<file path="src/rtl/refv_pkg.sv">
// Types, constants and rounding helper for the refraction unit
package refv_pkg;

  localparam int FRAC_BITS    = 14;
  localparam int IN_W         = 16;
  localparam int OUT_W        = 18;
  localparam int RND_W        = 48;
  localparam int D_W          = 19;
  localparam int E2_W         = 19;
  localparam int OMD_W        = 24;
  localparam int K_W          = 28;
  localparam int S_W          = 20;
  localparam int RAD_W        = 2 * S_W;
  localparam int REM_W        = S_W + 2;
  localparam int ED_W         = 22;
  localparam int M_W          = 23;
  localparam int R_W          = 26;
  localparam int FRONT_STAGES = 7;
  localparam int BACK_STAGES  = 4;
  localparam int LATENCY      = FRONT_STAGES + S_W + BACK_STAGES;

  localparam logic [RND_W-1:0]        HALF    = RND_W'(1) << (FRAC_BITS - 1);
  localparam logic signed [RND_W-1:0] ONE     = RND_W'(1) << FRAC_BITS;
  localparam logic signed [OUT_W-1:0] OUT_MAX = {1'b0, {(OUT_W-1){1'b1}}};
  localparam logic signed [OUT_W-1:0] OUT_MIN = {1'b1, {(OUT_W-1){1'b0}}};

  typedef struct packed {
    logic signed [IN_W-1:0] ix;
    logic signed [IN_W-1:0] iy;
    logic signed [IN_W-1:0] iz;
    logic signed [IN_W-1:0] nx;
    logic signed [IN_W-1:0] ny;
    logic signed [IN_W-1:0] nz;
    logic [IN_W-1:0]        eta;
  } refv_item_t;

  typedef struct packed {
    refv_item_t             item;
    logic signed [ED_W-1:0] ed;
    logic                   tr;
    logic [RAD_W-1:0]       rad;
  } refv_mid_t;

  typedef struct packed {
    refv_item_t             item;
    logic signed [ED_W-1:0] ed;
    logic                   tr;
    logic [S_W-1:0]         s;
  } refv_root_t;

  // x / 2^FRAC_BITS, rounded to nearest, ties away from zero
  function automatic logic signed [RND_W-1:0] rnd_frac(input logic signed [RND_W-1:0] x);
    logic [RND_W-1:0] mag;
    logic [RND_W-1:0] q;
    mag = x[RND_W-1] ? RND_W'(-x) : RND_W'(x);
    q = (mag + HALF) >> FRAC_BITS;
    rnd_frac = x[RND_W-1] ? $signed(-q) : $signed(q);
  endfunction

endpackage

</file>
<file path="src/rtl/refv_sqrt.sv">
// Integer square root, one result bit per pipeline stage
module refv_sqrt import refv_pkg::*; (
  input  logic       clk,
  input  logic       rst_n,
  input  logic       mid_valid,
  input  refv_mid_t  mid,
  output logic       root_valid,
  output refv_root_t root
);

  logic [S_W-1:0]   v_r;
  refv_mid_t        side_r [S_W];
  logic [REM_W-1:0] rem_r  [S_W];
  logic [S_W-1:0]   q_r    [S_W];

  always_ff @(posedge clk) begin
    if (!rst_n) begin
      v_r <= '0;
    end else begin
      v_r <= {v_r[S_W-2:0], mid_valid};
    end
  end

  for (genvar t = 0; t < S_W; t++) begin : g_step
    refv_mid_t        side_in, side_nxt;
    logic [REM_W-1:0] rem_in, rem_nxt;
    logic [S_W-1:0]   q_in, q_nxt;
    logic [REM_W+1:0] cur, trial;

    if (t == 0) begin : g_first
      assign side_in = mid;
      assign rem_in  = '0;
      assign q_in    = '0;
    end else begin : g_next
      assign side_in = side_r[t-1];
      assign rem_in  = rem_r[t-1];
      assign q_in    = q_r[t-1];
    end

    always_comb begin
      side_nxt     = side_in;
      side_nxt.rad = side_in.rad << 2;
      cur          = {rem_in, side_in.rad[RAD_W-1 -: 2]};
      trial        = (REM_W+2)'({q_in, 2'b01});
      if (cur >= trial) begin
        rem_nxt = REM_W'(cur - trial);
        q_nxt   = {q_in[S_W-2:0], 1'b1};
      end else begin
        rem_nxt = REM_W'(cur);
        q_nxt   = {q_in[S_W-2:0], 1'b0};
      end
    end

    always_ff @(posedge clk) begin
      side_r[t] <= side_nxt;
      rem_r[t]  <= rem_nxt;
      q_r[t]    <= q_nxt;
    end
  end

  assign root_valid = v_r[S_W-1];
  assign root.item  = side_r[S_W-1].item;
  assign root.ed    = side_r[S_W-1].ed;
  assign root.tr    = side_r[S_W-1].tr;
  assign root.s     = q_r[S_W-1];

endmodule

</file>
<file path="config.mk">
export PLATFORM = sky130hd
export DESIGN_NAME = refv_sqrt
export DESIGN_NICKNAME = d
export VERILOG_FILES = /design/src/rtl/refv_pkg.sv /design/src/rtl/refv_sqrt.sv
export SDC_FILE = /design/constraint.sdc
export NUM_CORES = 2
export LEC_CHECK = 0
export BUFFER_PORTS_ARGS = -buffer_cell sky130_fd_sc_hd__clkbuf_2
export CELL_PAD_IN_SITES_DETAIL_PLACEMENT = 1
export CELL_PAD_IN_SITES_GLOBAL_PLACEMENT = 1
export CORE_MARGIN = 1.5
export CORE_UTILIZATION = 45
export DETAILED_ROUTE_END_ITERATION = 10
export GPL_TIMING_DRIVEN = 0
export PLACE_DENSITY_LB_ADDON = 0.1
export SLEW_MARGIN = 25
export SYNTH_ARGS = -nofsm -noshare
export SYNTH_HDL_FRONTEND = slang
export SYNTH_MEMORY_MAX_BITS = 65536
export SYNTH_SLANG_ARGS = --single-unit
export TNS_END_PERCENT = 10
</file>
<file path="constraint.sdc">
create_clock -name clk -period 2.9 [get_ports clk]
set_input_delay 0.29 -clock clk [delete_from_list [all_inputs] [get_ports clk]]
set_output_delay 0.29 -clock clk [all_outputs]
set_load 0.01 [all_outputs]
</file>
==> reports/results.ini <==
[power_and_ir_drop]
leakagePower_nw=48.69
peakVddDrop_mv=0.6172
cellPowerDensity_mw_per_mm2=998.4
p_total_mw=110.3

[timing]
totalNegativeSetupSlack_ns=-5.959
slew_violations=0
fmaxAchievable_mhz=309.1
slew_headroom_pct=40.17
tightest_slew_ns=0.8892
finalClockSkew_ns=0.07933
rsz0062_at_grt=true
worst_slack_ns=-0.3356
setup_viol=26
hold_viol=0
hold_ws_ns=0.06815
min_period_over_period_pct=111.6
fin_crit_ns=3.236

[critical_path]
required_ns=3.70
cp_slowest_cell=or4_4
path_delay_family=simple AND/OR/NAND/NOR gates
path_cells=or4_4 > or4_4 > or3_4 > or3_4 > or4_4 > nand3b_4 > mux2_4
max_stage_delay_ns=0.55
cpMostUsedCell=or4_4
startpoint_type=flip-flop
crit_fanout=4
critPathCaptureType=flip-flop
crit_type=reg -> reg
critPathBufInv=0
arrival_ns=4.04

[route]
drt_iter0_markers=1406
post_drt_via_cell_ratio=4.357
vias=43810
dr.pass1.iters=5
ant_nets=0
post_drt_wl_per_cell_um=15.22
drc_errors=0
routed_wl_um=153000

[synthesis]
synthAdderAreaFrac_pct=3.219
synth_top_family_by_area=simple AND/OR/NAND/NOR gates
synth_mux_area_share_pct=0.5406
synth-xor-area-share_pct=2.915
synth_compound_area_share_pct=4.347
synthSimpleGateAreaFrac_pct=5.070
synth_seq_area_share_pct=82.48
ys_async_sr_fraction_pct=0
ys_types=76
syn_area_per_cell_um2=14.64
synth_flop_cell=dfxtp_1
ys.warnings.count=0
ys_seq_elements=3700
synth_edf_count=0
synth_area_mm2=0.08980
synth_fp_nets=6541
synth_cells=6132

[placed_design]
place_ws_ns=-1.163
place_inst=9104
io_buffers=332
gp_congestion=0.8410
dpl.hpwl_um=90240

[cells_and_area]
multiInputGateArea_mm2=0.01490
stdcell_count=10060
regArea_mm2=0.07407
num-nets-final=7562
area_growth_pct=23.06
final_common_cell=dfxtp_1
drive_gt1_share_pct=14.43
mostFrequentLayoutCells=dfxtp_1 (3,698), clkbuf_16 (364), clkbuf_2 (346), dlygate4sd3_1 (323), inv_1 (281)
nFillCells=18790

[run_status]
status=finished with violations
violations=setup timing

[clock_network]
numCtsBuffers=360
cts_htree_levels=5
cts_sinks=3700
cts-root-buf=clkbuf_16
clkTransAtPathRegs_ns=0.06
clkLatencyLatePin_ns=0.94
cts_tree=done
cts_max_path_buffers=4

[floorplanning]
die_x_um=449.7
ios=334
std_cell_rows=163
initial_core_util_pct=45.39
die_height_um=449.7
die-area_mm2=0.2022
coreArea_mm2=0.1978

[grt]
grt_overflow=0
grt_pass1_vias=48260
grt_pass1_wl_um=247900
grt.total_usage_pct=15.21
antenna_found_initial=3
grt_max_degree=17

[job]
drv_cap=0

[hold_path]
hold_class=in -> reg

flip-flops by register name (all words and copies together), names as in the netlist:
register and flops:
rem_r 390, side_r 3080, v_r 20, q_r 210
cell families after synthesis:
logic type | after synthesis
adder cells (fa/ha/maj) | 231
multiplexers | 44
buffers and inverters | 338
AND/OR/NAND/NOR | 895
other | 1
AO/OA/AOI/OAI | 625
flip-flops | 3700
XOR/XNOR | 298
per-layer routing:
layer	GRT usage (%)	vias to the layer above	wire, um
met1	16.87	20750	62670
met3	3.721	305	6768
met4	5.332	0	4186
met2	28.04	672	79360
li1	-	22080	-
met5	0	-	0
stage by stage:
stage / util [%] / instance area, um^2
finish: 55.86 / 110500
global route: 55.86 / 110500
CTS: 55.72 / 110200
detailed placement: 47.91 / 94780
global placement: 47.91 / 94770
floorplan: - / 89810
final timing paths:
path,cells past startpoint,to,slack (ns),from
hold / removal,2,side_r[0][17]$_DFF_P_,0.07,mid[17]
hold reg to reg,0,side_r[3][509]$_DFF_P_,0.26,side_r[3][336]$_DFF_P_
setup reg to reg,7,rem_r[5][3]$_DFF_P_,-0.34,rem_r[4][8]$_DFF_P_
setup / recovery,7,rem_r[5][3]$_DFF_P_,-0.34,rem_r[4][8]$_DFF_P_
power by group:
group	total [mW]	internal (mW)	leakage [nW]	switching, mW
sequential	57.4	55.2	31.2	2.20
combinational	6.90	3.26	11.7	3.64
clock	46.1	27.6	5.87	18.4
total	110	86.1	48.7	24.3
worst register-to-register path: cells and delay by family (launching register included):
kind,cells,cell delay (ns)
DFF,1,0.32
muxes,1,0.33
and+or+nand+nor,6,2.48
layout make-up:
| type | count | area share [%] |
|---|---|---|
| buffer | 51 | 0.2332 |
| timing repair buffer | 664 | 4.518 |
| sequential | 3700 | 67.03 |
| clock inverter | 109 | 1.318 |
| clock buffer | 514 | 9.467 |
| antenna | 1 | 0.002264 |
| tap | 2640 | 2.989 |
| multi-input combinational | 2094 | 13.48 |
| inverter | 282 | 0.9590 |
synthesized netlist by cell type, types with 17 or more instances:
library cell	instances	area share (%)
nor4_1	49	0.34
inv_1	281	1.2
nand3b_1	17	0.14
a21oi_1	181	1.0
nand2b_1	34	0.24
xor2_1	150	1.5
nor2_1	185	0.77
o21ai_0	175	0.98
or2_2	19	0.13
and2_1	32	0.22
o31ai_1	24	0.20
and3_1	20	0.14
or3_1	35	0.24
nand4_1	32	0.22
nor3_1	94	0.52
a21o_1	61	0.51
nor2b_1	38	0.26
nand2_1	215	0.90
xnor2_1	147	1.4
nand3_1	65	0.36
a211oi_1	22	0.18
ha_1	231	3.2
dfxtp_1	3700	82
mux2_2	28	0.35
o21a_1	48	0.40
or4_1	18	0.15
clkbuf_1	50	0.21
repair_timing:
action	4_1_cts	5_1_grt
setup buffers	5	3
endpoints found under the setup margin	257	209
endpoints found under the hold margin	196	0
gates cloned	0	1
hold buffers	323	0
pin swaps	6	5
resized for setup	79	73
No activity file was read; power rests on OpenSTA's default activity.
